**src/sv/vrps_pkg.sv**
```systemverilog
package vrps_pkg;

	// Sample, rate and position formats.
	localparam int SAMPLE_W = 24;
	localparam int RATE_W   = 17;
	localparam int FRAC_W   = 16;
	localparam int COUNT_W  = 40;
	localparam int POS_W    = COUNT_W + FRAC_W;

	// Product of a 25-bit tap difference and a 17-bit signed fraction.
	localparam int PROD_W = SAMPLE_W + 1 + FRAC_W + 1;

	// Rounding constant for the Q16 fraction (half an LSB of the output).
	localparam logic [FRAC_W-1:0] ROUND_HALF = 16'h8000;

	// A step of exactly one sample per sample puts the block in bypass.
	localparam logic [RATE_W-1:0] UNITY_STEP = 17'h10000;

	// Result queue that absorbs stalls on the output side.
	localparam int OUTQ_DEPTH = 4;
	localparam int OUTQ_AW    = 2;

	// APB data width.
	localparam int APB_DW = 32;

	// Register index (word address) of the rate register.
	localparam logic REG_RATE_STEP = 1'b0;

	typedef struct packed {
		logic signed [SAMPLE_W-1:0] left_in;
		logic signed [SAMPLE_W-1:0] right_in;
	} sample_t;

	typedef struct packed {
		logic signed [SAMPLE_W-1:0] left_out;
		logic signed [SAMPLE_W-1:0] right_out;
	} result_t;

endpackage

```
**src/sv/vrps_outq.sv**
```systemverilog
module vrps_outq (
	input  logic              clk,
	input  logic              arst_n,
	input  logic              push,
	input  vrps_pkg::result_t push_data,
	output logic              res_valid,
	input  logic              res_ready,
	output vrps_pkg::result_t res
);

	import vrps_pkg::*;

	result_t              slot_q [OUTQ_DEPTH];
	logic [OUTQ_AW-1:0]   wptr_q;
	logic [OUTQ_AW-1:0]   rptr_q;
	logic [OUTQ_AW:0]     fill_q;
	logic                 pop;

	assign res_valid = (fill_q != '0);
	assign res       = slot_q[rptr_q];
	assign pop       = res_valid && res_ready;

	// Pointers and fill level. The producer only pushes into reserved space.
	always_ff @(posedge clk or negedge arst_n) begin
		if (!arst_n) begin
			wptr_q <= '0;
			rptr_q <= '0;
			fill_q <= '0;
		end else begin
			if (push) begin
				wptr_q <= wptr_q + 1'b1;
			end
			if (pop) begin
				rptr_q <= rptr_q + 1'b1;
			end
			case ({push, pop})
				2'b10:   fill_q <= fill_q + 1'b1;
				2'b01:   fill_q <= fill_q - 1'b1;
				default: fill_q <= fill_q;
			endcase
		end
	end

	// Queue storage.
	always_ff @(posedge clk) begin
		if (push) begin
			slot_q[wptr_q] <= push_data;
		end
	end

endmodule

```
**config.mk**
```make
export PLATFORM = sky130hd
export DESIGN_NAME = vrps_outq
export DESIGN_NICKNAME = d
export VERILOG_FILES = /design/src/sv/vrps_pkg.sv /design/src/sv/vrps_outq.sv
export SDC_FILE = /design/constraint.sdc
export NUM_CORES = 1
export LEC_CHECK = 0
export BUFFER_PORTS_ARGS = -buffer_cell sky130_fd_sc_hd__buf_2
export CORE_MARGIN = 10
export CORE_UTILIZATION = 47
export CTS_CLUSTER_SIZE = 28
export DETAILED_ROUTE_END_ITERATION = 16
export HOLD_SLACK_MARGIN = 0.06
export PLACE_DENSITY_LB_ADDON = 0.12
export SETUP_SLACK_MARGIN = 0.05
export SYNTH_ARGS = -nofsm -noshare
export SYNTH_HDL_FRONTEND = slang
export SYNTH_SLANG_ARGS = --single-unit
```
**constraint.sdc**
```tcl
create_clock -name clk -period 2.4 [get_ports clk]
set_input_delay 0.24 -clock clk [delete_from_list [all_inputs] [get_ports clk]]
set_output_delay 0.24 -clock clk [all_outputs]
set_load 0.02 [all_outputs]
```
==> results by group, run 1 <==
Routing
  • Avg WL per Cell: 20.18 µm
  • Final antenna-violating net count: 0
  • DRC violation total after the first TritonRoute iteration: 176
  • Total wire length: 13930 µm
  • Vias post-DR: 3461
  • DR DRC count: 0
  • Ratio of routed vias to standard cells: ~5
  • Detailed Routing Iterations Pass 1: 4

CTS
  • Number of H-tree levels: 4
  • Later-pin clock latency in the skew report: 420 ps
  • CTS tree: done
  • Number of instances resized during post-cts repair: 0
  • Clock-pin slew on the worst setup and hold paths: 60 ps
  • CTS Buf Count: 17
  • Clock root cell: sky130_fd_sc_hd__clkbuf_16
  • Maximum root-to-sink buffer count: 2
  • CTS Sinks: 199

Synthesis
  • Synth warn: 0
  • Dominant cell by count in the synthesized netlist: sky130_fd_sc_hd__edfxtp_1
  • Synthesized-area fraction occupied by ao, oa, aoi and oai cells: 0.1864%
  • EDFF count, synth: approximately 190
  • Combinational family with the most area after synthesis: multiplexers
  • Avg Synthesized Cell Area: between 20 and 30 µm²
  • Most area-consuming cells after synthesis: sky130_fd_sc_hd__edfxtp_1 78%, sky130_fd_sc_hd__mux4_2 15%, sky130_fd_sc_hd__dfrtp_1 2.4%
  • Mapped cell area: about 7400 µm²
  • Syn Nets: approximately 350
  • Count of distinct cell types in the synthesized netlist: 19
  • Register area share after synthesis: 80.45%
  • Synth top area share: 78.08%
  • Share of async-settable or async-resettable flops after synthesis: 3.518%
  • Xor/xnor share of the synthesized area: 0.7116%
  • Proportion of synthesized area in mux cells: 14.77%
  • Synthesized netlist cell count: 287
  • Cell taking the most area after synthesis: sky130_fd_sc_hd__edfxtp_1
  • Top cell types by occurrence after synthesis: 192 x sky130_fd_sc_hd__edfxtp_1, 48 x sky130_fd_sc_hd__mux4_2, 7 x sky130_fd_sc_hd__dfrtp_1
  • Most used flip-flop cell after synthesis: sky130_fd_sc_hd__edfxtp_1
  • Simple-gate area share of the yosys netlist: 0.5761%
  • Arithmetic-cell share of the synthesized area counting full adders, half adders and majority gates: approximately 1.1%
  • Register bit count reported by yosys: 199

Critical path
  • Largest stage delay on the critical path: 560 ps
  • Sort of element at the end of the critical path: output pin
  • List of cells traversed by the critical path: buf_12 -> mux4_2 -> buf_2
  • Critical path's top delay family: multiplexers
  • Worst path arrival time: around 1900 ps
  • Worst path bufs/invs: 2
  • Library cell contributing the largest single delay on the critical path: sky130_fd_sc_hd__mux4_2
  • Path type of the worst setup path: register to output pin
  • Required time of the critical path: 2160 ps
  • Worst setup SP type: register
  • CP max FO: 16

Power
  • Leakage power of the design: roughly 3.3 nW
  • Power per cell area: 1225 nW/µm²
  • Combinational power share: around a third
  • Internal power of the cells: 0.008047 W
  • NetSw: 0.003445 W
  • Power share of the clock group: approximately a quarter
  • Worst IR Drop VDD: 0.5992 mV
  • Sequential power share: a little over two fifths
  • Switching power as a share of total power: 29.98%

Final layout
  • Number of antenna cells inserted: 0
  • FF+latch area: between 5000 and 6000 µm²
  • Post-Layout Inst Area: 9383 µm²
  • Share of layout cells above drive strength 1: 41.96%
  • Layout-stage area growth over the synthesis result: 27.06%
  • Fillers: 1138
  • Layout Nets: 524
  • Area of the multi-input gates: 1287 µm²

Placement
  • Port buffer count: 100
  • Gp weighted congestion: 0.6655
  • Estimated wirelength of the detail-placed design: 8505 µm
  • Post-placement cell area: 8220 µm²

Timing
  • Timing-limited maximum frequency: around 0.46 GHz
  • Setup-failing EPs final: 0
  • Setup repair after global routing missed its margin: false
  • Final sum of negative setup slack: 0 ps
  • Final worst-path cycle share: 90.00%
  • Minimum clock period after layout: 2160 ps
  • Slew Limit Fails: 0
  • Fin Clk Skew: 6.307 ps
  • Least-Margin Pin Slew: 545.0 ps
  • Relative slew slack: 63.67%
  • Fin. Hold Viols: 0

Global route
  • Initial antenna violation count: 0
  • Total global routing overflow: 0
  • Overall fraction of global-route tracks in use: 13.54%
  • Maximum number of pins on one net before global-route repair: 35
  • First-pass GRT wire length: roughly 22000 µm
  • Via count of the first global-routing pass: 3868

Die
  • Effective utilization at floorplan: 48.22%
  • Die Width: 145.3 µm
  • Number of standard-cell rows in the floorplan: 45
  • Core area: 15310 µm²
  • Die Y: between 100 and 150 µm
  • # IOs: around 100
  • Overall die area: roughly 21000 µm²

Outcome
  • Run status: finished, final reports clean

Run
  • Number of violations of the max-capacitance limit: 0

Min path
  • Worst Hold Class: input port to register
-- path summary, 6_finish.rpt --
path / start / to / slack [ps] / cells past startpoint
worst min register to register: fill_q[2] / fill_q[2] / 490 / 1
worst max-delay path: rptr_q[0] / res[33] / 240 / 3
worst min-delay path: push / wptr_q[0] / 100 / 2
max in group asynchronous: arst_n / rptr_q[0] / 2020 / 2
min in group asynchronous: arst_n / fill_q[0] / 200 / 2
worst max register to register: fill_q[0] / fill_q[2] / 650 / 7
-- state kept, by name, summed over array words and instances (netlist names) --
name,count
slot_q,192
wptr_q,2
fill_q,3
rptr_q,2
-- layout by cell type (no fill, tap or decap), types with 5 or more instances in the layout --
cell,n
sky130_fd_sc_hd__edfxtp_1,192
sky130_fd_sc_hd__buf_2,100
sky130_fd_sc_hd__dlygate4sd3_1,49
sky130_fd_sc_hd__mux4_2,48
sky130_fd_sc_hd__clkbuf_16,17
sky130_fd_sc_hd__buf_4,15
sky130_fd_sc_hd__buf_12,7
sky130_fd_sc_hd__inv_1,6
sky130_fd_sc_hd__ha_1,5
sky130_fd_sc_hd__bufinv_16,5
sky130_fd_sc_hd__dfrtp_1,5
-- through the flow --
stage / total power (W) / cells / utilization [%] / hold WS [ps] / setup WS (ps)
after floorplan: 0.007384 / 287 / - / -55.59 / 221.8
after global placement: 0.008496 / 602 / 53.68 / 83.44 / 544.2
after detailed placement: 0.008545 / 602 / 53.68 / 84.17 / 535.8
after CTS: 0.01159 / 683 / 60.92 / 93.30 / 81.20
after global routing: 0.01207 / 690 / 61.27 / 98.80 / 137.5
final: 0.01149 / 690 / 61.27 / 102.8 / 240.0
-- cells by family (layout without fill, tap and decap cells) --
group | after synthesis | in the layout
flops | 199 | 199
mux | 49 | 49
fa+ha+maj | 6 | 6
xor+xnor | 6 | 6
buf+inv | 17 | 209
simple gates | 8 | 8
compound gates | 2 | 2
-- area by class of cell --
| class | instances | share of cell area, % |
|---|---|---|
| inverters | 6 | 0.2400 |
| repair buffers | 171 | 13.26 |
| flip-flops and latches | 199 | 63.37 |
| clock inverters | 11 | 1.907 |
| well taps | 211 | 2.814 |
| clock buffers | 21 | 4.694 |
| multi-input cells | 71 | 13.72 |
-- power by group through the flow --
stage / sequential [W] / clock, W / combinational, W
after global placement: 0.00492 / 0 / 0.00358
after detailed placement: 0.00495 / 0 / 0.00359
after CTS: 0.00488 / 0.00304 / 0.00366
after global routing: 0.00489 / 0.00319 / 0.00399
after floorplan: 0.00475 / 0 / 0.00263
final: 0.00482 / 0.00298 / 0.00369
-- repair_timing --
action | CTS | global route
hold endpoints to repair | 199 | 0
setup endpoints to repair | 0 | 13
setup buffers | 0 | 7
hold buffers | 49 | 0
-- layer usage --
metal	global-route usage (%)	share of wire [%]	vias to the layer above
li1	-	-	1571
met5	0	0	-
met1	17.27	45	1796
met3	4.874	5.6	10
met2	21.46	49	84
met4	3.842	0.96	0
(Power assumes the default switching activity.)
==> run 2, diff against run 1 <==
Settings changed: REMOVE_ABC_BUFFERS set to 1.
==> run 2 against run 1 <==
Worst setup slack better by 63 ps. Highest routed layer unchanged. Combinational power is 1% lower. Cell count is 1.2% lower. First-iteration DRC count is 2.8% higher. Non-clock buffer count is 8 lower. Final area is 1.7% lower. Die area stayed put.
==> results by group, run 2 (synthesized netlist as in run 1, its figures left out) <==
CTS
  • CTS Buf Count: 17 (unchanged)
  • Number of H-tree levels: 4 (unchanged)
  • Clock-pin slew on the worst setup and hold paths: 70 ps (was 60 ps)
  • CTS Sinks: 199 (unchanged)
  • Clock root cell: sky130_fd_sc_hd__clkbuf_16 (unchanged)
  • Maximum root-to-sink buffer count: 2 (unchanged)
  • Later-pin clock latency in the skew report: 420 ps (about the same)
  • CTS tree: done (unchanged)

Power
  • Leakage power of the design: 3.236 nW (was 3.308 nW)
  • Worst IR Drop VDD: 0.6891 mV (was 0.5992 mV)
  • Power per cell area: 1209 nW/µm² (was 1225 nW/µm²)
  • Overall power: 0.01115 W (was 0.01149 W)

Timing
  • Setup repair after global routing missed its margin: false (unchanged)
  • Final worst-path cycle share: 87.39% (was 90.00%)
  • Timing-limited maximum frequency: 0.4768 GHz (was 0.4630 GHz)
  • Setup-failing EPs final: 0 (unchanged)
  • Setup slack after layout: 302.7 ps (was 240.0 ps)
  • Least-Margin Pin Slew: 521.1 ps (was 545.0 ps)
  • Final sum of negative setup slack: 0 ps (unchanged)
  • Fin Clk Skew: 7.150 ps (was 6.307 ps)
  • Fin. Hold Viols: 0 (unchanged)
  • Relative slew slack: 65.26% (was 63.67%)
  • Minimum clock period after layout: 2097 ps (was 2160 ps)
  • Slew Limit Fails: 0 (unchanged)

Routing
  • Total wire length: 13800 µm (was 13930 µm)
  • Avg WL per Cell: 20.24 µm (was 20.18 µm)
  • Ratio of routed vias to standard cells: 5.044 (was 5.016)
  • Detailed Routing Iterations Pass 1: 5 (was 4)
  • DR DRC count: 0 (unchanged)
  • Final antenna-violating net count: 0 (unchanged)
  • DRC violation total after the first TritonRoute iteration: 181 (was 176)
  • Vias post-DR: 3440 (was 3461)

Final layout
  • Cell Count, Final, Fillers Out: 682 (was 690)
  • Top Registers: slot_q (192), fill_q (3) (unchanged)
  • Commonest cells after routing, fill and taps aside: 192 x sky130_fd_sc_hd__edfxtp_1, 100 x sky130_fd_sc_hd__buf_2, 49 x sky130_fd_sc_hd__dlygate4sd3_1 (unchanged)
  • Number of flip-flops in the largest register: 192 (unchanged)
  • Layout-stage area growth over the synthesis result: 24.94% (was 27.06%)
  • Most common library cell in the layout ignoring fill and taps: sky130_fd_sc_hd__edfxtp_1 (unchanged)
  • Share of layout cells above drive strength 1: 40.98% (was 41.96%)
  • Number of antenna cells inserted: 0 (unchanged)
  • Layout Nets: 516 (was 524)
  • Final core area utilization: 60.25% (was 61.27%)
  • Largest reg by FF count: slot_q (unchanged)

Die
  • Die Y: 145.3 µm (unchanged)
  • Overall die area: 21130 µm² (unchanged)
  • # IOs: 101 (unchanged)
  • Effective utilization at floorplan: 48.22% (unchanged)
  • Die Width: 145.3 µm (unchanged)
  • Core area: 15310 µm² (unchanged)
  • Number of standard-cell rows in the floorplan: 45 (unchanged)

Min path
  • Worst Hold Class: input port to register (unchanged)

Placement
  • Number of cells in the design after placement: 600 (was 602)
  • Gp weighted congestion: 0.6647 (was 0.6655)
  • Post-Place Worst Slack: 525.0 ps (was 535.8 ps)
  • Estimated wirelength of the detail-placed design: 8475 µm (was 8505 µm)
  • Port buffer count: 100 (unchanged)

Global route
  • Global-route layer with the greatest usage: met2 (unchanged)
  • Global-route track usage on met3: 3.570% (was 4.874%)
  • Total global routing overflow: 0 (unchanged)
  • First-pass GRT wire length: 21850 µm (was 22110 µm)
  • GR met1 Demand/Resource: 16.94% (was 17.27%)
  • Overall fraction of global-route tracks in use: 13.56% (was 13.54%)
  • Via count of the first global-routing pass: 3851 (was 3868)
  • Maximum number of pins on one net before global-route repair: 34 (was 35)
  • Met2 capacity usage during global routing: 22.07% (was 21.46%)
  • Initial antenna violation count: 0 (unchanged)

Critical path
  • Worst path arrival time: 1860 ps (was 1920 ps)
  • CP max FO: 16 (unchanged)
  • Path type of the worst setup path: register to output pin (unchanged)
  • Worst setup SP type: register (unchanged)
  • Sort of element at the end of the critical path: output pin (unchanged)
  • Required time of the critical path: 2160 ps (about the same)

Run
  • Number of violations of the max-capacitance limit: 0 (unchanged)

Outcome
  • Run status: finished, final reports clean (unchanged)
[run 2: path summary, 6_finish.rpt]
check                      startpoint   endpoint  slack [ps]  cells after the start
max                         rptr_q[0]    res[38]         300                      3
min                              push  wptr_q[0]         100                      2
max reg2reg                 fill_q[0]  fill_q[2]         620                      7
min reg2reg                 fill_q[2]  fill_q[2]         530                      1
max in group asynchronous      arst_n  rptr_q[0]        2030                      2
min in group asynchronous      arst_n  fill_q[1]         180                      2
[run 2: power by group]
group | switching [W] | internal (W) | leakage, nW
sequential | 0.000183 | 0.00456 | 1.84
combinational | 0.00210 | 0.00154 | 1.11
clock | 0.00114 | 0.00163 | 0.277
[run 2: stage by stage]
step	instance area [µm²]	hold slack (ps)
after global routing	9226	96.11
after global placement	8143	84.02
after CTS	9206	69.77
after detailed placement	8143	91.67
final	9226	102.6
after floorplan	7246	-55.59
[run 2: timing repair]
item,CTS,global route
hold buffers,49,0
endpoints found under the setup margin,0,10
setup buffers,0,1
endpoints found under the hold margin,199,0
resized for setup,0,0
[run 2: area by class of cell]
| cell class | instances | area (µm²) |
|---|---|---|
| clock buffer | 22 | 444.2 |
| tap | 211 | 264.0 |
| inverter | 6 | 22.52 |
| fill | 1150 | 6088 |
| multi-input combinational | 71 | 1287 |
| clock inverter | 10 | 128.9 |
| timing repair buffer | 163 | 1134 |
| sequential | 199 | 5946 |
[run 2: metal layers]
| layer | part of all wire (%) | vias to the layer above |
|---|---|---|
| li1 | - | 1554 |
| met3 | 3.5 | 14 |
| met1 | 44 | 1800 |
| met5 | 0 | - |
| met2 | 51 | 72 |
| met4 | 1.3 | 0 |
[run 2: critical path, cell delays in order (launching register included)]
cell                      delay (ps)
sky130_fd_sc_hd__dfrtp_4         490
sky130_fd_sc_hd__buf_12          210
sky130_fd_sc_hd__mux4_2          550
sky130_fd_sc_hd__buf_2           190
